`config.mk`:
```
export PLATFORM = sky130hd
export DESIGN_NAME = slot_table_with_end_mark
export DESIGN_NICKNAME = d
export VERILOG_FILES = /design/src/hdl/stm_pkg.sv /design/src/hdl/slot_table_with_end_mark.sv /design/src/hdl/stm_mem.sv /design/src/hdl/stm_seq.sv
export SDC_FILE = /design/constraint.sdc
export NUM_CORES = 1
export LEC_CHECK = 0
export ABC_CLOCK_PERIOD_IN_PS = 16149
export BUFFER_PORTS_ARGS = -buffer_cell sky130_fd_sc_hd__buf_2
export CAP_MARGIN = 20
export CELL_PAD_IN_SITES_DETAIL_PLACEMENT = 0
export CELL_PAD_IN_SITES_GLOBAL_PLACEMENT = 1
export CORE_ASPECT_RATIO = 0.6
export CORE_MARGIN = 2
export CORE_UTILIZATION = 30
export CTS_CLUSTER_DIAMETER = 100
export DETAILED_ROUTE_END_ITERATION = 8
export GPL_ROUTABILITY_DRIVEN = 0
export HOLD_SLACK_MARGIN = 0.08
export PLACE_DENSITY = 0.49
export SLEW_MARGIN = 15
export SYNTH_ARGS = -nofsm -noshare
export SYNTH_HDL_FRONTEND = slang
export SYNTH_SLANG_ARGS = --single-unit
```
`constraint.sdc`:
```
create_clock -name clock -period 16.15 [get_ports clock]
set_clock_uncertainty 0.15 [all_clocks]
set_input_delay 3.23 -clock clock [delete_from_list [all_inputs] [get_ports clock]]
set_output_delay 3.23 -clock clock [all_outputs]
set_load 0.02 [all_outputs]
```
`src/hdl/stm_pkg.sv`:
```
`timescale 1ns / 1ps
// ----------------------------------------------------------------------------
// stm_pkg
// Shared types and constants for the slot table with end mark.
// ----------------------------------------------------------------------------
package stm_pkg;

   localparam int DATA_W      = 64;
   localparam int CNT_W       = 4;
   localparam int MAX_RESULTS = 8;
   localparam int SLOTS_DEF   = 8;

   typedef enum logic [1:0] {
      OP_ADD      = 2'd0,
      OP_REMOVE   = 2'd1,
      OP_TRAVERSE = 2'd2
   } stm_op_type;

   typedef enum logic [2:0] {
      ST_IDLE,
      ST_ADD_SCAN,
      ST_RM_READ,
      ST_RM_CHECK,
      ST_RM_TRIM,
      ST_TRV_READ,
      ST_TRV_CHECK,
      ST_EMIT
   } stm_state_type;

   typedef struct packed {
      logic              success;
      logic              entry_valid;
      logic [DATA_W-1:0] entry_value;
      logic [CNT_W-1:0]  entry_count;
      logic              last;
      logic              is_empty;
   } stm_rsp_type;

endpackage

```
`src/hdl/slot_table_with_end_mark.sv`:
```
`timescale 1ns / 1ps
// Scan: add, remove and traverse each walk the slots one index at a time.
// Throughput: one item at a time; the next item is taken once the last beat is
// in the output register, which holds it while the consumer stalls.
// Reset: synchronous, active high; clears the used bits, end mark and control state
// at once, so the table reads empty on the cycle after reset (no clearing pass).
// ----------------------------------------------------------------------------
// slot_table_with_end_mark
// Slot table with end mark: add, remove and traverse over SLOTS value slots.
// ----------------------------------------------------------------------------
module slot_table_with_end_mark #(
   parameter int SLOTS = stm_pkg::SLOTS_DEF
) (
   input  logic                       clock,
   input  logic                       reset,
   input  logic                       req_valid,
   output logic                       req_ready,
   input  logic [1:0]                 req_operation,
   input  logic [stm_pkg::DATA_W-1:0] req_item_value,
   input  logic [stm_pkg::CNT_W-1:0]  req_max_entries,
   output logic                       rsp_valid,
   input  logic                       rsp_ready,
   output logic                       rsp_success,
   output logic                       rsp_entry_valid,
   output logic [stm_pkg::DATA_W-1:0] rsp_entry_value,
   output logic [stm_pkg::CNT_W-1:0]  rsp_entry_count,
   output logic                       rsp_last,
   output logic                       rsp_is_empty
);
   import stm_pkg::*;

   localparam int IW = (SLOTS > 1) ? $clog2(SLOTS) : 1;
   localparam int CW = $clog2(SLOTS + 1);

   logic              out_free;
   logic              beat_valid;
   stm_rsp_type       beat;
   logic              mem_wr_en;
   logic              mem_rd_en;
   logic [IW-1:0]     mem_addr;
   logic [DATA_W-1:0] mem_wr_data;
   logic [DATA_W-1:0] mem_rd_data;

   logic              rsp_valid_ff, rsp_valid_in;
   stm_rsp_type       rsp_ff, rsp_in;

   stm_seq #(
      .SLOTS (SLOTS),
      .IW    (IW),
      .CW    (CW)
   ) u_seq (
      .clock           (clock),
      .reset           (reset),
      .req_valid       (req_valid),
      .req_ready       (req_ready),
      .req_operation   (req_operation),
      .req_item_value  (req_item_value),
      .req_max_entries (req_max_entries),
      .out_free        (out_free),
      .beat_valid      (beat_valid),
      .beat            (beat),
      .mem_wr_en       (mem_wr_en),
      .mem_rd_en       (mem_rd_en),
      .mem_addr        (mem_addr),
      .mem_wr_data     (mem_wr_data),
      .mem_rd_data     (mem_rd_data)
   );

   stm_mem #(
      .SLOTS (SLOTS),
      .IW    (IW)
   ) u_mem (
      .clock   (clock),
      .wr_en   (mem_wr_en),
      .rd_en   (mem_rd_en),
      .addr    (mem_addr),
      .wr_data (mem_wr_data),
      .rd_data (mem_rd_data)
   );

   // output register: a new beat may load in the cycle the held one is taken
   assign out_free = !rsp_valid_ff || rsp_ready;

   always_comb begin
      rsp_valid_in = rsp_valid_ff;
      rsp_in       = rsp_ff;
      if (out_free) begin
         rsp_valid_in = beat_valid;
         if (beat_valid) begin
            rsp_in = beat;
         end
      end
   end

   always_ff @(posedge clock) begin
      if (reset) begin
         rsp_valid_ff <= 1'b0;
      end else begin
         rsp_valid_ff <= rsp_valid_in;
      end
   end

   always_ff @(posedge clock) begin
      rsp_ff <= rsp_in;
   end

   assign rsp_valid       = rsp_valid_ff;
   assign rsp_success     = rsp_ff.success;
   assign rsp_entry_valid = rsp_ff.entry_valid;
   assign rsp_entry_value = rsp_ff.entry_value;
   assign rsp_entry_count = rsp_ff.entry_count;
   assign rsp_last        = rsp_ff.last;
   assign rsp_is_empty    = rsp_ff.is_empty;

endmodule

```
`src/hdl/stm_mem.sv`:
```
`timescale 1ns / 1ps
// ----------------------------------------------------------------------------
// stm_mem
// Slot value storage: one write and one registered read per cycle, both at the same address.
// ----------------------------------------------------------------------------
module stm_mem #(
   parameter int SLOTS = stm_pkg::SLOTS_DEF,
   parameter int IW    = 3
) (
   input  logic                      clock,
   input  logic                      wr_en,
   input  logic                      rd_en,
   input  logic [IW-1:0]             addr,
   input  logic [stm_pkg::DATA_W-1:0] wr_data,
   output logic [stm_pkg::DATA_W-1:0] rd_data
);
   import stm_pkg::*;

   logic [DATA_W-1:0] slot_ff [SLOTS];
   logic [DATA_W-1:0] rd_data_ff;

   always_ff @(posedge clock) begin
      if (wr_en) begin
         slot_ff[addr] <= wr_data;
      end
      if (rd_en) begin
         rd_data_ff <= slot_ff[addr];
      end
   end

   assign rd_data = rd_data_ff;

endmodule

```
`src/hdl/stm_seq.sv`:
```
`timescale 1ns / 1ps
// ----------------------------------------------------------------------------
// stm_seq
// Sequencer: walks the slots one index per step with a shared index counter
// and a 64-bit key compare used by remove; keeps the used bits and the end mark.
// ----------------------------------------------------------------------------
module stm_seq #(
   parameter int SLOTS = stm_pkg::SLOTS_DEF,
   parameter int IW    = 3,
   parameter int CW    = 4
) (
   input  logic                       clock,
   input  logic                       reset,
   input  logic                       req_valid,
   output logic                       req_ready,
   input  logic [1:0]                 req_operation,
   input  logic [stm_pkg::DATA_W-1:0] req_item_value,
   input  logic [stm_pkg::CNT_W-1:0]  req_max_entries,
   input  logic                       out_free,
   output logic                       beat_valid,
   output stm_pkg::stm_rsp_type       beat,
   output logic                       mem_wr_en,
   output logic                       mem_rd_en,
   output logic [IW-1:0]              mem_addr,
   output logic [stm_pkg::DATA_W-1:0] mem_wr_data,
   input  logic [stm_pkg::DATA_W-1:0] mem_rd_data
);
   import stm_pkg::*;

   stm_state_type     state_ff, state_in;
   logic [DATA_W-1:0] key_ff, key_in;
   logic [CNT_W-1:0]  want_ff, want_in;
   logic [CNT_W-1:0]  cnt_ff, cnt_in;
   logic [CW-1:0]     idx_ff, idx_in;
   logic [CW-1:0]     end_mark_ff, end_mark_in;
   logic [SLOTS-1:0]  used_ff, used_in;
   logic [SLOTS-1:0]  rem_ff, rem_in;
   logic              ok_ff, ok_in;

   logic [IW-1:0]     ix;
   logic [CW-1:0]     em_dec;
   logic [IW-1:0]     em_ix;
   logic              key_zero;
   logic              idx_end;
   logic              at_lim;
   logic              hit;
   logic [SLOTS-1:0]  rem_next;
   logic [CNT_W-1:0]  cnt_inc;
   logic              trv_last;
   logic [CNT_W-1:0]  want_sat;
   logic              trim_more;

   assign ix        = idx_ff[IW-1:0];
   assign em_dec    = end_mark_ff - CW'(1);
   assign em_ix     = em_dec[IW-1:0];
   assign key_zero  = (req_item_value == '0);
   assign idx_end   = (idx_ff == CW'(SLOTS));
   assign at_lim    = (idx_ff == end_mark_ff);
   // free slots never match: the used bit gates the compare (the key is never zero here)
   assign hit       = used_ff[ix] && (mem_rd_data == key_ff);
   assign cnt_inc   = cnt_ff + CNT_W'(1);
   assign want_sat  = (req_max_entries > CNT_W'(MAX_RESULTS)) ?
                      CNT_W'(MAX_RESULTS) : req_max_entries;
   assign trim_more = (end_mark_ff != '0) && !used_ff[em_ix];

   always_comb begin
      for (int j = 0; j < SLOTS; j++) begin
         rem_next[j] = rem_ff[j] && (IW'(j) != ix);
      end
   end

   // the entry is the last one if the count is met or no used slot remains
   assign trv_last  = (cnt_inc == want_ff) || (rem_next == '0);
   assign req_ready = (state_ff == ST_IDLE);

   // next state
   always_comb begin
      state_in = state_ff;
      case (state_ff)
         ST_IDLE: begin
            if (req_valid) begin
               case (req_operation)
                  OP_ADD:      state_in = key_zero ? ST_EMIT : ST_ADD_SCAN;
                  OP_REMOVE:   state_in = key_zero ? ST_EMIT : ST_RM_READ;
                  OP_TRAVERSE: state_in = (end_mark_ff == '0 || want_sat == '0) ?
                                          ST_EMIT : ST_TRV_READ;
                  default:     state_in = ST_EMIT;
               endcase
            end
         end
         ST_ADD_SCAN: begin
            if (idx_end || !used_ff[ix]) begin
               state_in = ST_EMIT;
            end
         end
         ST_RM_READ:   state_in = at_lim ? ST_EMIT : ST_RM_CHECK;
         ST_RM_CHECK:  state_in = hit ? ST_RM_TRIM : ST_RM_READ;
         ST_RM_TRIM: begin
            if (!trim_more) begin
               state_in = ST_EMIT;
            end
         end
         ST_TRV_READ: begin
            if (at_lim) begin
               state_in = ST_EMIT;
            end else if (used_ff[ix]) begin
               state_in = ST_TRV_CHECK;
            end
         end
         ST_TRV_CHECK: begin
            if (out_free) begin
               state_in = trv_last ? ST_IDLE : ST_TRV_READ;
            end
         end
         ST_EMIT: begin
            if (out_free) begin
               state_in = ST_IDLE;
            end
         end
         default: state_in = ST_IDLE;
      endcase
   end

   // datapath and outputs
   always_comb begin
      key_in      = key_ff;
      want_in     = want_ff;
      cnt_in      = cnt_ff;
      idx_in      = idx_ff;
      end_mark_in = end_mark_ff;
      used_in     = used_ff;
      rem_in      = rem_ff;
      ok_in       = ok_ff;
      mem_wr_en   = 1'b0;
      mem_rd_en   = 1'b0;
      mem_addr    = ix;
      mem_wr_data = key_ff;
      beat_valid  = 1'b0;
      beat.success     = 1'b0;
      beat.entry_valid = 1'b0;
      beat.entry_value = '0;
      beat.entry_count = '0;
      beat.last        = 1'b1;
      beat.is_empty    = (end_mark_ff == '0);
      case (state_ff)
         ST_IDLE: begin
            if (req_valid) begin
               key_in  = req_item_value;
               want_in = want_sat;
               idx_in  = '0;
               cnt_in  = '0;
               ok_in   = 1'b0;
               rem_in  = used_ff;
            end
         end
         ST_ADD_SCAN: begin
            if (idx_end) begin
               ok_in = 1'b0;
            end else if (!used_ff[ix]) begin
               mem_wr_en   = 1'b1;
               used_in[ix] = 1'b1;
               ok_in       = 1'b1;
               if (end_mark_ff <= idx_ff) begin
                  end_mark_in = idx_ff + CW'(1);
               end
            end else begin
               idx_in = idx_ff + CW'(1);
            end
         end
         ST_RM_READ: begin
            mem_rd_en = !at_lim;
         end
         ST_RM_CHECK: begin
            if (hit) begin
               used_in[ix] = 1'b0;
            end else begin
               idx_in = idx_ff + CW'(1);
            end
         end
         ST_RM_TRIM: begin
            if (trim_more) begin
               end_mark_in = em_dec;
            end else begin
               ok_in = 1'b1;
            end
         end
         ST_TRV_READ: begin
            if (!at_lim) begin
               if (used_ff[ix]) begin
                  mem_rd_en = 1'b1;
               end else begin
                  idx_in = idx_ff + CW'(1);
               end
            end
         end
         ST_TRV_CHECK: begin
            if (out_free) begin
               beat_valid       = 1'b1;
               beat.entry_valid = 1'b1;
               beat.entry_value = mem_rd_data;
               beat.entry_count = cnt_inc;
               beat.last        = trv_last;
               cnt_in           = cnt_inc;
               rem_in           = rem_next;
               idx_in           = idx_ff + CW'(1);
            end
         end
         ST_EMIT: begin
            if (out_free) begin
               beat_valid   = 1'b1;
               beat.success = ok_ff;
            end
         end
         default: begin
         end
      endcase
   end

   always_ff @(posedge clock) begin
      if (reset) begin
         state_ff    <= ST_IDLE;
         end_mark_ff <= '0;
         used_ff     <= '0;
      end else begin
         state_ff    <= state_in;
         end_mark_ff <= end_mark_in;
         used_ff     <= used_in;
      end
   end

   always_ff @(posedge clock) begin
      key_ff  <= key_in;
      want_ff <= want_in;
      cnt_ff  <= cnt_in;
      idx_ff  <= idx_in;
      rem_ff  <= rem_in;
      ok_ff   <= ok_in;
   end

`ifndef SYNTHESIS
   a_end_mark_range: assert property (@(posedge clock) disable iff (reset)
      end_mark_ff <= CW'(SLOTS))
      else $error("end mark beyond table");

   a_end_mark_tight: assert property (@(posedge clock) disable iff (reset)
      (end_mark_ff != '0 && state_ff != ST_RM_TRIM) |-> used_ff[em_ix])
      else $error("slot below end mark is free");

   // read data is held while a traverse beat waits on the output register
   a_read_fresh: assert property (@(posedge clock) disable iff (reset)
      ((state_ff == ST_RM_CHECK || state_ff == ST_TRV_CHECK) && $changed(state_ff))
      |-> $past(mem_rd_en))
      else $error("compare on stale read data");

   a_trv_count: assert property (@(posedge clock) disable iff (reset)
      (state_ff == ST_TRV_CHECK) |-> (cnt_ff < want_ff))
      else $error("traverse past requested count");
`endif

endmodule
```
# [Word level (Yosys, flattened, before mapping)]
# Memory sizes are Yosys's and may differ from the RTL's. A register that Yosys moved wholly into a read port is not among the register bits.
# Index checks and enable logic that the tools add are counted.
[totals] word_cells=165 mem_bits_rw=512 reg_bits=173 memories=1 output_inout_bits=74
[mem_list] name="u_mem.slot_ff" words=8 word_bits=64 rd=1 rd_clocked_by_memory_dff=1 write_ports=1 line="stm_mem.sv:19" source="logic [DATA_W-1:0] slot_ff [SLOTS];"
[op_classes] eq_ne=36 n_lt_le_gt_ge=5 n_bitwise=3 muxes=60 n_reduce_logical=41 n_addsub=3
[op_table] cell="two-way mux 70 bit" n=1
[op_table] cell="equality test 64 bit" n=1
[op_table] cell="zero test 64 bit" n=1
[op_table] cell="two-way mux 4 bit" n=13
[op_table] cell="two-way mux 8 bit" n=5
[op_table] cell="two-way mux 3 bit" n=12
[op_table] cell="case mux 8 bit (2 select lines)" n=2
[op_table] cell="case mux 3 bit (8 select lines)" n=1
[op_table] cell="case mux 4 bit (5 select lines)" n=1
[op_table] cell="inequality test 2 bit, second input constant" n=9
[op_table] cell="two-way mux 1 bit" n=16
[op_table] cell="case mux 4 bit (2 select lines)" n=2
[op_table] cell="equality test 3 bit, second input constant" n=4
[op_table] cell="inequality test 3 bit, first input constant" n=4
[op_table] cell="logical AND 1 bit" n=11
[op_table] cell="inequality test 2 x 1 -> 1 bit, second input constant" n=5
[op_table] cell="case mux 3 bit (3 select lines)" n=1
[op_table] cell="adder 4 x 1 -> 4 bit, second input constant" n=2
[op_table] cell="bitwise AND 8 bit" n=1
[op_table] cell="equality test 4 bit" n=2
[op_table] cell="zero test 4 bit" n=2
[op_table] cell="zero test 8 bit" n=1
[op_table] cell="< comparator 3 x 4 -> 1 bit, second input constant" n=2
[op_table] cell="inverter 8 bit" n=1
[op_table] cell="other kinds (34)" n=48

# [Logic depth before layout (Yosys ltp)]
# Gate-level depths: netlist (run 1).
[depth] depth_word=8 depth_mapped=10 ltp_nobuf=8

# [Cells and area by module]
# From an unflattened synthesis (run 1), not the netlist that was laid out.
[hier_totals] cells_unflattened=1634 area_unflattened_um2=29417.0
[modules_own_cells] mod="stm_mem" seq_area_each_um2=17296.6 area_each_um2=21365.5 cells_each=1015 n_inst=1
[modules_own_cells] mod="stm_seq" seq_area_each_um2=2852.7 area_each_um2=5834.3 cells_each=542 n_inst=1
[modules_own_cells] mod="slot_table_with_end_mark" seq_area_each_um2=2182.1 area_each_um2=2217.1 cells_each=77 n_inst=1

# [Least setup slack after synthesis (run 1)]
# Ideal clock, no wire load.
[synth_timing] path_type="input to register" startpoint="input rsp_ready" endpoint="register u_seq.cnt_ff[0], enable pin" setup_ps=348 n_path_buf=0 stages=3 t_arrival_ps=7236 required_ps=15652 path_slack_ps=8416 path_cell_list="nand2b_1 > nor2b_1 > a21o_1"
[synth_via] elab_chain_cells=3
[synth_lines] element="from (decl)" line="slot_table_with_end_mark.sv:22" source="input logic rsp_ready,"
[synth_lines] element="logical OR 1 bit" line="slot_table_with_end_mark.sv:82" source="assign out_free = !rsp_valid_ff || rsp_ready;"
[synth_lines] element="inequality test 2 bit (no line)"
[synth_lines] element="AND reduction 3 bit (no line)"
[synth_lines] element="to (signal assigned)" line="stm_seq.sv:234" source="cnt_ff <= cnt_in;"
[synth_lines] element="to (decl)" line="stm_seq.sv:33" source="logic [CNT_W-1:0] cnt_ff, cnt_in;"
# Every way passes these cells.
# A chain may end at the register's enable or synchronous reset.

# [Final worst setup path (run 1)]
[layout_timing] startpoint="register u_seq.idx_ff[0]" endpoint="memory u_mem.slot_ff[7][49], enable pin"
[layout_via] elab_chain_cells=7 elab_cells_between_ends=8 classes_between="eq/ne (1); mux (7)"
[layout_lines] element="from (decl)" line="stm_seq.sv:34" source="logic [CW-1:0] idx_ff, idx_in;"
[layout_lines] element="from (signal assigned)" line="stm_seq.sv:235" source="idx_ff <= idx_in;"
[layout_lines] element="binary-select mux 1 bit (select 3 bit)" line="stm_seq.sv:159" source="end else if (!used_ff[ix]) begin"
[layout_lines] element="two-way mux 1 bit (implied by the code)" line="stm_seq.sv:159"
[layout_lines] element="two-way mux 1 bit" line="stm_seq.sv:159"
[layout_lines] element="two-way mux 1 bit" line="stm_seq.sv:157" source="if (idx_end) begin"
[layout_lines] element="two-way mux 1 bit" line="stm_seq.sv:145" source="case (state_ff)"
[layout_lines] element="two-way mux 1 bit" line="stm_mem.sv:23" source="if (wr_en) begin"
[layout_lines] element="two-way mux 1 bit (implied by the code)" line="stm_mem.sv:24" source="slot_ff[addr] <= wr_data;"
[layout_lines] element="to (decl)" line="stm_mem.sv:19"
# Parallel ways exist; a longest one is shown, timed or not. The select of a mux whose other input is x is not followed.

==> flow_results.xml, run 1 <==
<?xml version="1.0" encoding="UTF-8"?>
<metrics>
  <group name="global_routing">
    <metric name="number_of_global_route_vias_before_repair" unit="">15060</metric>
    <metric name="grt.overflow.total" unit="">0</metric>
    <metric name="grt_pass1_wl" unit="mm">116.3</metric>
    <metric name="antenna_violations_before_repair" unit="">2</metric>
    <metric name="grt_max_degree" unit="">55</metric>
    <metric name="track_usage" unit="">0.1728</metric>
  </group>
  <group name="timing">
    <metric name="finalSetupTns" unit="ns">0</metric>
    <metric name="maxClockFrequency" unit="MHz">180.9</metric>
    <metric name="worst-slew-pin-transition" unit="ns">1.088</metric>
    <metric name="report.final.hold_viol_count" unit="">0</metric>
    <metric name="final.min_clock_period" unit="ns">5.528</metric>
    <metric name="final-setup-viol-count" unit="">0</metric>
    <metric name="finalMaxSlewViolations" unit="">0</metric>
    <metric name="portion_of_the_clock_cycle_consumed_by_the_worst_path_in_the_final_layout" unit="">0.3423</metric>
    <metric name="grt_setup_unrepaired" unit="">no</metric>
    <metric name="worst_case_headroom_to_the_max_slew_limit" unit="">0.2683</metric>
  </group>
  <group name="clock_tree">
    <metric name="cts_hold_buffers" unit="">0</metric>
    <metric name="clock_tree_from_tritoncts" unit="">built</metric>
    <metric name="number_of_clock_sinks" unit="">749</metric>
    <metric name="clock_latency_of_the_later_clocked_register_in_the_worst_skew_pair" unit="ns">0.61</metric>
    <metric name="clkTransAtPathRegs" unit="ns">0.06</metric>
    <metric name="cts_htree_levels" unit="">3</metric>
    <metric name="cts.path.max_buffers" unit="">3</metric>
    <metric name="cts_setup_buffers" unit="">0</metric>
    <metric name="ctsRootBufferMaster" unit="">sky130_fd_sc_hd__clkbuf_16</metric>
    <metric name="cts_inserted_buffers" unit="">75</metric>
    <metric name="cts_repair_resize_count" unit="">0</metric>
  </group>
  <group name="synthesis">
    <metric name="synth_cells" unit="">1532</metric>
    <metric name="yosys_warnings" unit="">0</metric>
    <metric name="synth_edf_count" unit="">733</metric>
    <metric name="yosys_register_bits" unit="">749</metric>
    <metric name="synth_cell_types" unit="">58</metric>
    <metric name="yosys.area.top_type_share" unit="">0.7963</metric>
    <metric name="part_of_the_yosys_area_used_for_sequential_elements" unit="">0.8079</metric>
    <metric name="netlist_top_cells_area" unit="">sky130_fd_sc_hd__edfxtp_1 (80%), sky130_fd_sc_hd__a22oi_1 (7.0%), sky130_fd_sc_hd__xor2_1 (2.1%)</metric>
    <metric name="synthesis.area" unit="sq um">27640</metric>
    <metric name="most_frequent_cell_after_synthesis" unit="">sky130_fd_sc_hd__edfxtp_1</metric>
    <metric name="mappedNetlistNets" unit="">1619</metric>
    <metric name="async_reset_ff_frac" unit="">0</metric>
    <metric name="netlist_top_cells_count" unit="">sky130_fd_sc_hd__edfxtp_1 (733), sky130_fd_sc_hd__a22oi_1 (256), sky130_fd_sc_hd__nand4_1 (73)</metric>
    <metric name="synthFlopType" unit="">sky130_fd_sc_hd__edfxtp_1</metric>
    <metric name="netlist.top_cell.by_area" unit="">sky130_fd_sc_hd__edfxtp_1</metric>
    <metric name="syn-mean-instance-area" unit="sq um">18.04</metric>
  </group>
  <group name="floorplan">
    <metric name="io_pins" unit="">148</metric>
    <metric name="die_height" unit="um">239.1</metric>
    <metric name="core_box_area" unit="sq um">91570</metric>
    <metric name="dieWidth" unit="um">395.9</metric>
    <metric name="floorplan.initialDensity" unit="">0.3018</metric>
    <metric name="core.rowCount" unit="">86</metric>
    <metric name="die_area" unit="sq um">94660</metric>
  </group>
  <group name="critical_path">
    <metric name="critical_path_class" unit="">flip-flop to flip-flop</metric>
    <metric name="worstPathArrival" unit="ns">5.61</metric>
    <metric name="delay_of_the_slowest_cell_on_the_worst_path" unit="ns">0.98</metric>
    <metric name="cp-startpoint" unit="">u_seq.idx_ff[0]$_SDFFCE_PP0P_</metric>
    <metric name="worst_path_max_delay_cell" unit="">sky130_fd_sc_hd__nor2_4</metric>
    <metric name="worst-endpoint-required" unit="ns">16.24</metric>
    <metric name="cell_type_group_with_the_largest_total_delay_on_the_critical_path" unit="">simple AND/OR/NAND/NOR gates</metric>
    <metric name="critical_path.cell_chain" unit="">clkinv_1 &gt; ha_1 &gt; and3b_1 &gt; nor4_1 &gt; nand2_1 &gt; nor2_4 &gt; buf_4</metric>
    <metric name="worst_setup_path_start_kind" unit="">flip-flop</metric>
    <metric name="timing.critical_path.buf_inv" unit="">2</metric>
    <metric name="cp-end-kind" unit="">flip-flop</metric>
    <metric name="worstReg2RegStart" unit="">u_seq.idx_ff[0]$_SDFFCE_PP0P_</metric>
    <metric name="critical_path.max_fanout" unit="">41</metric>
  </group>
  <group name="drt">
    <metric name="initialDrtViolationCount" unit="">1479</metric>
    <metric name="finalWirelength" unit="mm">82.67</metric>
    <metric name="avgRoutedWirePerCell" unit="um">27.42</metric>
    <metric name="route.detailed.drc" unit="">0</metric>
    <metric name="post_detailed_route_via_to_cell_ratio" unit="">5.007</metric>
    <metric name="drtAntennaViolNets" unit="">0</metric>
    <metric name="dr.pass1.iters" unit="">5</metric>
    <metric name="via_count" unit="">15100</metric>
  </group>
  <group name="pwr">
    <metric name="power.static_leakage" unit="nW">10.47</metric>
    <metric name="total_power" unit="mW">5.762</metric>
    <metric name="power_density_normalized_to_cell_area" unit="nW/um^2">177.2</metric>
    <metric name="ir_worst_vdd" unit="mV">0.1167</metric>
  </group>
  <group name="outcome">
    <metric name="status" unit="">finished clean</metric>
  </group>
  <group name="min_path">
    <metric name="holdCritStartpoint" unit="">u_seq.end_mark_ff[3]$_SDFFE_PP0P_</metric>
    <metric name="type_of_the_tightest_min_delay_check" unit="">flip-flop to flip-flop</metric>
  </group>
  <group name="job">
    <metric name="drv.max_cap_violation_count" unit="">0</metric>
  </group>
  <group name="final_layout">
    <metric name="filler_cell_count" unit="">8630</metric>
    <metric name="nets_final" unit="">1812</metric>
    <metric name="layout-drive-gt1-share" unit="">0.1852</metric>
    <metric name="layout_area_overhead" unit="%">17.62</metric>
    <metric name="utilization_after_layout" unit="">0.3550</metric>
  </group>
  <group name="place">
    <metric name="hpwl" unit="mm">47.98</metric>
    <metric name="port_buffers" unit="">147</metric>
  </group>
</metrics>
## area by class of cell
class,count,area [sq um],share of cell area
inverter,20,75.07,0.002309
clock buffer,96,2071,0.06369
sequential,749,22330,0.6869
tap,1232,1541,0.04741
antenna,1,2.502,0.00007697
timing repair buffer,184,1018,0.03133
multi-input combinational,695,5106,0.1571
clock inverter,38,365.4,0.01124
## report_power, final
part	switching, mW	total, mW	leakage [nW]	internal [mW]
combinational	0.882	1.24	2.43	0.358
clock	0.738	1.76	1.18	1.02
sequential	0.219	2.77	6.87	2.55
## registers in the layout (all words and copies together), names as in the netlist, 4 cells and up, named ones only
register	flops
rsp_entry_value	64
u_seq.rem_ff	8
u_seq.end_mark_ff	4
u_seq.cnt_ff	4
u_seq.mem_wr_data	64
u_seq.idx_ff	4
u_seq.want_ff	4
u_mem.rd_data	64
rsp_entry_count	4
u_mem.slot_ff	512
## worst paths after layout
check,endpoint,cells after the start,slack (ns)
setup reg to reg,u_mem.slot_ff[7][49]$_DFFE_PP_,7,10.62
hold / removal,u_seq.end_mark_ff[3]$_SDFFE_PP0P_,2,0.37
setup / recovery,u_mem.slot_ff[7][49]$_DFFE_PP_,7,10.62
hold reg to reg,u_seq.end_mark_ff[3]$_SDFFE_PP0P_,2,0.37
## metrics by stage
step | hold WS, ns | area, sq um | cells | setup WS (ns)
2_1_floorplan | 0.3182 | 27640 | 1532 | 8.416
3_3_place_gp | 0.3476 | 30040 | 2878 | 9.951
3_5_place_dp | 0.3517 | 30070 | 2880 | 9.959
4_1_cts | 0.3611 | 32500 | 3014 | 10.58
5_1_grt | 0.3868 | 32510 | 3014 | 10.28
6_report | 0.3714 | 32510 | 3015 | 10.62
## per-layer routing
metal  GRT usage  part of all wire  up-vias
li1            -                 -     6647
met1      0.2557              0.48     7964
met2      0.2639              0.45      412
met3     0.03394             0.051       72
met4     0.03399             0.013        0
met5           0                 0        -
## placed cells by master (no fill, tap or decap), drive strengths merged, types with 3 or more instances in the layout
master,count
o211ai,5
nand4,73
xor2,67
dfxtp,16
clkinvlp,4
bufinv,7
clkinv,27
xnor2,7
nand3b,3
o221a,8
nor3,15
and3,3
edfxtp,733
o22ai,4
clkbuf,96
a22oi,256
a221oi,3
a211oi,3
inv,20
nand2b,3
o21ai,12
and2,67
nor4,37
nand2,29
nand3,9
a21oi,11
nor2b,8
ha,13
buf,184
nor2,29
## cell families (layout without fill, tap and decap cells)
kind of cell	Yosys count	after routing	share of synthesized area
mux	4	4	0.002580
xor+xnor	74	74	0.02345
compound gates	324	324	0.08968
fa+ha+maj	13	13	0.005885
simple gates	280	280	0.05803
buf+inv	88	338	0.01245
other cells	0	1	0
flops	749	749	0.8079
## worst min-delay path, cell delays in order, from the launching register on
cell and delay, ns:
sky130_fd_sc_hd__dfxtp_1 0.35, sky130_fd_sc_hd__nand2_1 0.07, sky130_fd_sc_hd__o32ai_1 0.06
Note: power is estimated with default switching activity, not from simulation.
==> run 2, diff against run 1 <==
ABC_CLOCK_PERIOD_IN_PS = 5600   (was 16149)
clock period = 5.6 ns   (was 16.15 ns; I/O delays follow)
==> flow_results.xml, run 2 (synthesized netlist as in run 1, its figures left out) <==
<?xml version="1.0" encoding="UTF-8"?>
<metrics>
  <group name="critical_path">
    <metric name="critical_path.max_fanout" unit="">18</metric>
    <metric name="critical_path_class" unit="">flip-flop to flip-flop</metric>
    <metric name="worst_setup_path_start_kind" unit="">flip-flop</metric>
    <metric name="cp-end-kind" unit="">flip-flop</metric>
    <metric name="worstPathArrival" unit="ns">5.00</metric>
    <metric name="worst-endpoint-required" unit="ns">5.78</metric>
  </group>
  <group name="timing">
    <metric name="finalMaxSlewViolations" unit="">0</metric>
    <metric name="worst-slew-pin-transition" unit="ns">1.232</metric>
    <metric name="hold_slack" unit="ns">0.3920</metric>
    <metric name="portion_of_the_clock_cycle_consumed_by_the_worst_path_in_the_final_layout" unit="">0.8612</metric>
    <metric name="final-setup-viol-count" unit="">0</metric>
    <metric name="finalSetupTns" unit="ns">0</metric>
    <metric name="grt_setup_unrepaired" unit="">no</metric>
    <metric name="postLayoutSetupSlackWorst" unit="ns">0.7774</metric>
    <metric name="maxClockFrequency" unit="MHz">207.4</metric>
    <metric name="report.final.hold_viol_count" unit="">0</metric>
    <metric name="final.min_clock_period" unit="ns">4.823</metric>
    <metric name="worst_case_headroom_to_the_max_slew_limit" unit="">0.1708</metric>
  </group>
  <group name="clock_tree">
    <metric name="clock_tree_from_tritoncts" unit="">built</metric>
    <metric name="clkTransAtPathRegs" unit="ns">0.06</metric>
    <metric name="clock_latency_of_the_later_clocked_register_in_the_worst_skew_pair" unit="ns">0.64</metric>
    <metric name="number_of_clock_sinks" unit="">749</metric>
    <metric name="cts.path.max_buffers" unit="">3</metric>
    <metric name="cts_hold_buffers" unit="">0</metric>
    <metric name="cts_repair_resize_count" unit="">0</metric>
    <metric name="cts_setup_buffers" unit="">0</metric>
    <metric name="cts_inserted_buffers" unit="">75</metric>
    <metric name="ctsRootBufferMaster" unit="">sky130_fd_sc_hd__clkbuf_16</metric>
    <metric name="cts_htree_levels" unit="">3</metric>
  </group>
  <group name="global_routing">
    <metric name="grt_pass1_wl" unit="mm">115.0</metric>
    <metric name="track_usage" unit="">0.1716</metric>
    <metric name="grt.overflow.total" unit="">0</metric>
    <metric name="grt_max_degree" unit="">74</metric>
    <metric name="number_of_global_route_vias_before_repair" unit="">15110</metric>
    <metric name="antenna_violations_before_repair" unit="">3</metric>
  </group>
  <group name="final_layout">
    <metric name="largest-register" unit="">u_mem.slot_ff</metric>
    <metric name="post-route-cell-area" unit="sq um">32630</metric>
    <metric name="insertedDiodeCount" unit="">0</metric>
    <metric name="nets_final" unit="">1815</metric>
    <metric name="layout_area_overhead" unit="%">18.04</metric>
    <metric name="utilization_after_layout" unit="">0.3563</metric>
    <metric name="largest_register_ff_count" unit="">512</metric>
    <metric name="most-common-layout-cells" unit="">sky130_fd_sc_hd__edfxtp_1 (733), sky130_fd_sc_hd__a22oi_1 (256), sky130_fd_sc_hd__buf_2 (149), sky130_fd_sc_hd__clkbuf_16 (79), sky130_fd_sc_hd__nand4_1 (73)</metric>
    <metric name="final_cells" unit="">3019</metric>
    <metric name="layout-drive-gt1-share" unit="">0.1835</metric>
    <metric name="leading_cell_type_in_the_layout_fill_and_taps_excluded" unit="">sky130_fd_sc_hd__edfxtp_1</metric>
  </group>
  <group name="pwr">
    <metric name="ir_worst_vdd" unit="mV">0.3342</metric>
    <metric name="power.static_leakage" unit="nW">10.52</metric>
    <metric name="total_power" unit="mW">16.68</metric>
    <metric name="power_density_normalized_to_cell_area" unit="nW/um^2">511.4</metric>
  </group>
  <group name="floorplan">
    <metric name="floorplan.initialDensity" unit="">0.3018</metric>
    <metric name="die_height" unit="um">239.1</metric>
    <metric name="core_box_area" unit="sq um">91570</metric>
    <metric name="io_pins" unit="">148</metric>
    <metric name="dieWidth" unit="um">395.9</metric>
    <metric name="die_area" unit="sq um">94660</metric>
    <metric name="core.rowCount" unit="">86</metric>
  </group>
  <group name="place">
    <metric name="port_buffers" unit="">147</metric>
    <metric name="placement.setup.worst_slack" unit="ns">0.8676</metric>
    <metric name="hpwl" unit="mm">47.63</metric>
    <metric name="placedCellCount" unit="">2882</metric>
    <metric name="placement.cell_area" unit="sq um">30200</metric>
  </group>
  <group name="drt">
    <metric name="initialDrtViolationCount" unit="">1346</metric>
    <metric name="drtAntennaViolNets" unit="">0</metric>
    <metric name="via_count" unit="">15150</metric>
    <metric name="dr.pass1.iters" unit="">5</metric>
    <metric name="avgRoutedWirePerCell" unit="um">27.09</metric>
    <metric name="finalWirelength" unit="mm">81.80</metric>
    <metric name="post_detailed_route_via_to_cell_ratio" unit="">5.020</metric>
    <metric name="route.detailed.drc" unit="">0</metric>
  </group>
  <group name="min_path">
    <metric name="type_of_the_tightest_min_delay_check" unit="">flip-flop to flip-flop</metric>
  </group>
  <group name="job">
    <metric name="drv.max_cap_violation_count" unit="">0</metric>
  </group>
  <group name="outcome">
    <metric name="status" unit="">finished clean</metric>
  </group>
</metrics>
==> run 2: routing by layer <==
layer  wire length, um  track usage  vias to the layer above
met3              4021      0.02978                       93
met2             36230       0.2575                      452
li1                  -            -                     6656
met4              1542      0.04413                        2
met1             39990       0.2563                     7951
met5                 9            0                        -
==> run 2: path summary, 6_finish.rpt <==
| path | from | to | slack [ns] | depth (start not counted) |
|---|---|---|---|---|
| worst max-delay path | u_seq.idx_ff[0]$_SDFFCE_PP0P_ | u_mem.slot_ff[4][61]$_DFFE_PP_ | 0.78 | 7 |
| worst min-delay path | u_seq.end_mark_ff[3]$_SDFFE_PP0P_ | u_seq.end_mark_ff[3]$_SDFFE_PP0P_ | 0.39 | 2 |
| worst max register to register | u_seq.idx_ff[0]$_SDFFCE_PP0P_ | u_mem.slot_ff[4][61]$_DFFE_PP_ | 0.78 | 7 |
| worst min register to register | u_seq.end_mark_ff[3]$_SDFFE_PP0P_ | u_seq.end_mark_ff[3]$_SDFFE_PP0P_ | 0.39 | 2 |
==> run 2: final cells by class <==
class / instances / area (sq um)
clock inverter: 39 / 376.6
clock buffer: 97 / 2044
sequential: 749 / 22330
inverter: 20 / 75.07
fill: 8561 / 58940
timing repair buffer: 187 / 1176
tap: 1232 / 1541
multi-input combinational: 695 / 5081
==> run 2: where the power goes <==
part / internal (mW) / switching, mW / leakage (nW) / total, mW
combinational: 1.07 / 2.57 / 2.48 / 3.63
sequential: 7.34 / 0.653 / 6.87 / 7.99
clock: 2.91 / 2.15 / 1.17 / 5.06
total: 11.3 / 5.37 / 10.5 / 16.7
==> run 2: critical path, cell delays in order, from the launching register on <==
cell and delay, ns:
sky130_fd_sc_hd__edfxtp_1 0.79, sky130_fd_sc_hd__clkinv_1 0.60, sky130_fd_sc_hd__ha_1 0.45, sky130_fd_sc_hd__and3b_1 0.23
sky130_fd_sc_hd__nor4_1 0.50, sky130_fd_sc_hd__nand2_1 0.66, sky130_fd_sc_hd__nor2_4 0.85, sky130_fd_sc_hd__buf_12 0.26
==> run 3, diff against run 2 <==
CORE_UTILIZATION = 52   (was 30)
PLACE_DENSITY = 0.77   (was 0.49)
==> flow_results.xml, run 3 (synthesized netlist as in run 1, its figures left out) <==
<?xml version="1.0" encoding="UTF-8"?>
<metrics>
  <group name="timing">
    <metric name="worst_case_headroom_to_the_max_slew_limit" unit="">0.2577</metric>
    <metric name="final-setup-viol-count" unit="">0</metric>
    <metric name="worst-slew-pin-transition" unit="ns">1.103</metric>
    <metric name="final.min_clock_period" unit="ns">4.739</metric>
    <metric name="portion_of_the_clock_cycle_consumed_by_the_worst_path_in_the_final_layout" unit="">0.8462</metric>
    <metric name="report.final.hold_viol_count" unit="">0</metric>
    <metric name="finalSetupTns" unit="ns">0</metric>
    <metric name="finalMaxSlewViolations" unit="">0</metric>
    <metric name="maxClockFrequency" unit="MHz">211.0</metric>
    <metric name="hold_slack" unit="ns">0.3967</metric>
    <metric name="grt_setup_unrepaired" unit="">no</metric>
  </group>
  <group name="outcome">
    <metric name="status" unit="">finished clean</metric>
  </group>
  <group name="critical_path">
    <metric name="cp-end-kind" unit="">flip-flop</metric>
    <metric name="critical_path.cell_chain" unit="">clkinv_1 &gt; ha_1 &gt; and3b_1 &gt; nor4_1 &gt; nand2_1 &gt; nor2_4 &gt; buf_12</metric>
    <metric name="worstPathArrival" unit="ns">4.87</metric>
    <metric name="r2r_setup_slack" unit="ns">0.86</metric>
    <metric name="timing.critical_path.buf_inv" unit="">2</metric>
    <metric name="cp-startpoint" unit="">u_seq.idx_ff[0]$_SDFFCE_PP0P_</metric>
    <metric name="rr_worst_depth" unit="">7</metric>
    <metric name="cell_type_group_with_the_largest_total_delay_on_the_critical_path" unit="">simple AND/OR/NAND/NOR gates</metric>
    <metric name="worst-endpoint-required" unit="ns">5.73</metric>
    <metric name="worst_path_max_delay_cell" unit="">sky130_fd_sc_hd__edfxtp_1</metric>
    <metric name="critical_path_class" unit="">flip-flop to flip-flop</metric>
    <metric name="delay_of_the_slowest_cell_on_the_worst_path" unit="ns">0.79</metric>
    <metric name="critical_path.max_fanout" unit="">29</metric>
    <metric name="worst_setup_path_start_kind" unit="">flip-flop</metric>
    <metric name="cp_num_cells" unit="">7</metric>
    <metric name="capturing_point_of_the_worst_reg2reg_path" unit="">u_mem.slot_ff[7][2]$_DFFE_PP_</metric>
    <metric name="worstReg2RegStart" unit="">u_seq.idx_ff[0]$_SDFFCE_PP0P_</metric>
    <metric name="timing.critical_path.to" unit="">u_mem.slot_ff[7][2]$_DFFE_PP_</metric>
  </group>
  <group name="global_routing">
    <metric name="grt.overflow.total" unit="">0</metric>
    <metric name="number_of_global_route_vias_before_repair" unit="">14830</metric>
    <metric name="track_usage" unit="">0.2513</metric>
    <metric name="grt_pass1_wl" unit="mm">99.85</metric>
    <metric name="antenna_violations_before_repair" unit="">5</metric>
    <metric name="grt_max_degree" unit="">66</metric>
  </group>
  <group name="final_layout">
    <metric name="largest-register" unit="">u_mem.slot_ff</metric>
    <metric name="filler_cell_count" unit="">3835</metric>
    <metric name="most-common-layout-cells" unit="">sky130_fd_sc_hd__edfxtp_1 (733), sky130_fd_sc_hd__a22oi_1 (256), sky130_fd_sc_hd__buf_2 (147), sky130_fd_sc_hd__nand4_1 (73), sky130_fd_sc_hd__clkbuf_16 (69)</metric>
    <metric name="largest_register_ff_count" unit="">512</metric>
    <metric name="layout-drive-gt1-share" unit="">0.1775</metric>
    <metric name="layout_area_overhead" unit="%">14.30</metric>
    <metric name="final_cells" unit="">2464</metric>
    <metric name="leading_cell_type_in_the_layout_fill_and_taps_excluded" unit="">sky130_fd_sc_hd__edfxtp_1</metric>
    <metric name="nets_final" unit="">1795</metric>
  </group>
  <group name="clock_tree">
    <metric name="cts_htree_levels" unit="">3</metric>
    <metric name="cts_hold_buffers" unit="">0</metric>
    <metric name="clkTransAtPathRegs" unit="ns">0.07</metric>
    <metric name="ctsRootBufferMaster" unit="">sky130_fd_sc_hd__clkbuf_16</metric>
    <metric name="clock_tree_from_tritoncts" unit="">built</metric>
    <metric name="cts_inserted_buffers" unit="">68</metric>
    <metric name="number_of_clock_sinks" unit="">749</metric>
    <metric name="cts_setup_buffers" unit="">0</metric>
    <metric name="cts_repair_resize_count" unit="">0</metric>
    <metric name="cts.path.max_buffers" unit="">3</metric>
    <metric name="clock_latency_of_the_later_clocked_register_in_the_worst_skew_pair" unit="ns">0.60</metric>
  </group>
  <group name="pwr">
    <metric name="power_density_normalized_to_cell_area" unit="nW/um^2">503.4</metric>
    <metric name="power.static_leakage" unit="nW">10.31</metric>
    <metric name="ir_worst_vdd" unit="mV">0.2752</metric>
  </group>
  <group name="job">
    <metric name="drv.max_cap_violation_count" unit="">0</metric>
  </group>
  <group name="drt">
    <metric name="drtAntennaViolNets" unit="">0</metric>
    <metric name="finalWirelength" unit="mm">68.75</metric>
    <metric name="avgRoutedWirePerCell" unit="um">27.90</metric>
    <metric name="dr.pass1.iters" unit="">7</metric>
    <metric name="via_count" unit="">15340</metric>
    <metric name="initialDrtViolationCount" unit="">1908</metric>
    <metric name="post_detailed_route_via_to_cell_ratio" unit="">6.227</metric>
    <metric name="route.detailed.drc" unit="">0</metric>
  </group>
  <group name="place">
    <metric name="placedCellCount" unit="">2340</metric>
    <metric name="port_buffers" unit="">147</metric>
    <metric name="hpwl" unit="mm">38.40</metric>
  </group>
  <group name="floorplan">
    <metric name="dieWidth" unit="um">301.6</metric>
    <metric name="die_area" unit="sq um">55070</metric>
    <metric name="io_pins" unit="">148</metric>
    <metric name="core.rowCount" unit="">65</metric>
    <metric name="core_box_area" unit="sq um">52540</metric>
    <metric name="floorplan.initialDensity" unit="">0.5261</metric>
    <metric name="die_height" unit="um">182.6</metric>
  </group>
  <group name="min_path">
    <metric name="type_of_the_tightest_min_delay_check" unit="">flip-flop to flip-flop</metric>
  </group>
</metrics>
## run 3: changes by cell type in the layout (fill, tap and decap cells not counted), moves of 4 or more
cell	before	now
sky130_fd_sc_hd__buf_4	27	17
sky130_fd_sc_hd__clkbuf_1	18	12
sky130_fd_sc_hd__clkbuf_16	79	69
sky130_fd_sc_hd__clkbuf_8	0	4
sky130_fd_sc_hd__clkinv_1	18	11
## run 3: layout make-up
type | count | area (sq um) | share of cell area
inverter | 20 | 75.07 | 0.002376
antenna | 3 | 7.507 | 0.0002376
clock buffer | 85 | 1827 | 0.05782
sequential | 749 | 22330 | 0.7069
timing repair buffer | 174 | 1071 | 0.03390
tap | 703 | 879.6 | 0.02784
multi-input combinational | 695 | 5081 | 0.1608
clock inverter | 35 | 320.3 | 0.01014
## run 3: worst min path at each step
stage | from | to | slack (ns) | depth (start not counted)
final | u_seq.end_mark_ff[3]$_SDFFE_PP0P_ | u_seq.end_mark_ff[3]$_SDFFE_PP0P_ | 0.40 | 2
after global placement | u_seq.end_mark_ff[3]$_SDFFE_PP0P_ | u_seq.end_mark_ff[3]$_SDFFE_PP0P_ | 0.36 | 2
after floorplan | u_seq.end_mark_ff[3]$_SDFFE_PP0P_ | u_seq.end_mark_ff[3]$_SDFFE_PP0P_ | 0.32 | 2
after global routing | u_mem.slot_ff[5][20]$_DFFE_PP_ | u_mem.rd_data[20]$_DFFE_PP_ | 0.42 | 2
after CTS | u_seq.end_mark_ff[3]$_SDFFE_PP0P_ | u_seq.end_mark_ff[3]$_SDFFE_PP0P_ | 0.38 | 2
after detailed placement | u_seq.end_mark_ff[3]$_SDFFE_PP0P_ | u_seq.end_mark_ff[3]$_SDFFE_PP0P_ | 0.37 | 2
## run 3: power breakdown
part | switching [mW] | total (mW) | leakage, nW | internal (mW)
registers | 0.609 | 7.94 | 6.87 | 7.33
logic | 2.37 | 3.41 | 2.40 | 1.04
clock network | 2.02 | 4.55 | 1.04 | 2.52
total | 5.00 | 15.9 | 10.3 | 10.9
## run 3: worst min-delay path, cell delays in order, from the launching register on
cell	delay (ns)
sky130_fd_sc_hd__dfxtp_1	0.35
sky130_fd_sc_hd__nand2_1	0.08
sky130_fd_sc_hd__o32ai_1	0.07
## run 3: per-stage QoR
step           cell area, sq um  utilization  power [mW]  setup WS, ns
3_3_place_gp              29410       0.5598       11.34         1.206
3_5_place_dp              29410       0.5598       11.42         1.011
4_1_cts                   31560       0.6007       15.93        0.9774
6_report                  31590       0.6013       15.90        0.8611
5_1_grt                   31590       0.6012       16.54        0.6977
2_1_floorplan             27640            -       9.955        0.3291
## run 3: metal layers
layer | track usage | part of all wire | vias to the layer above
met5 | 0 | 0 | -
met4 | 0.06277 | 0.019 | 0
met3 | 0.05988 | 0.11 | 86
met2 | 0.3661 | 0.45 | 916
met1 | 0.3838 | 0.43 | 7734
li1 | - | - | 6608
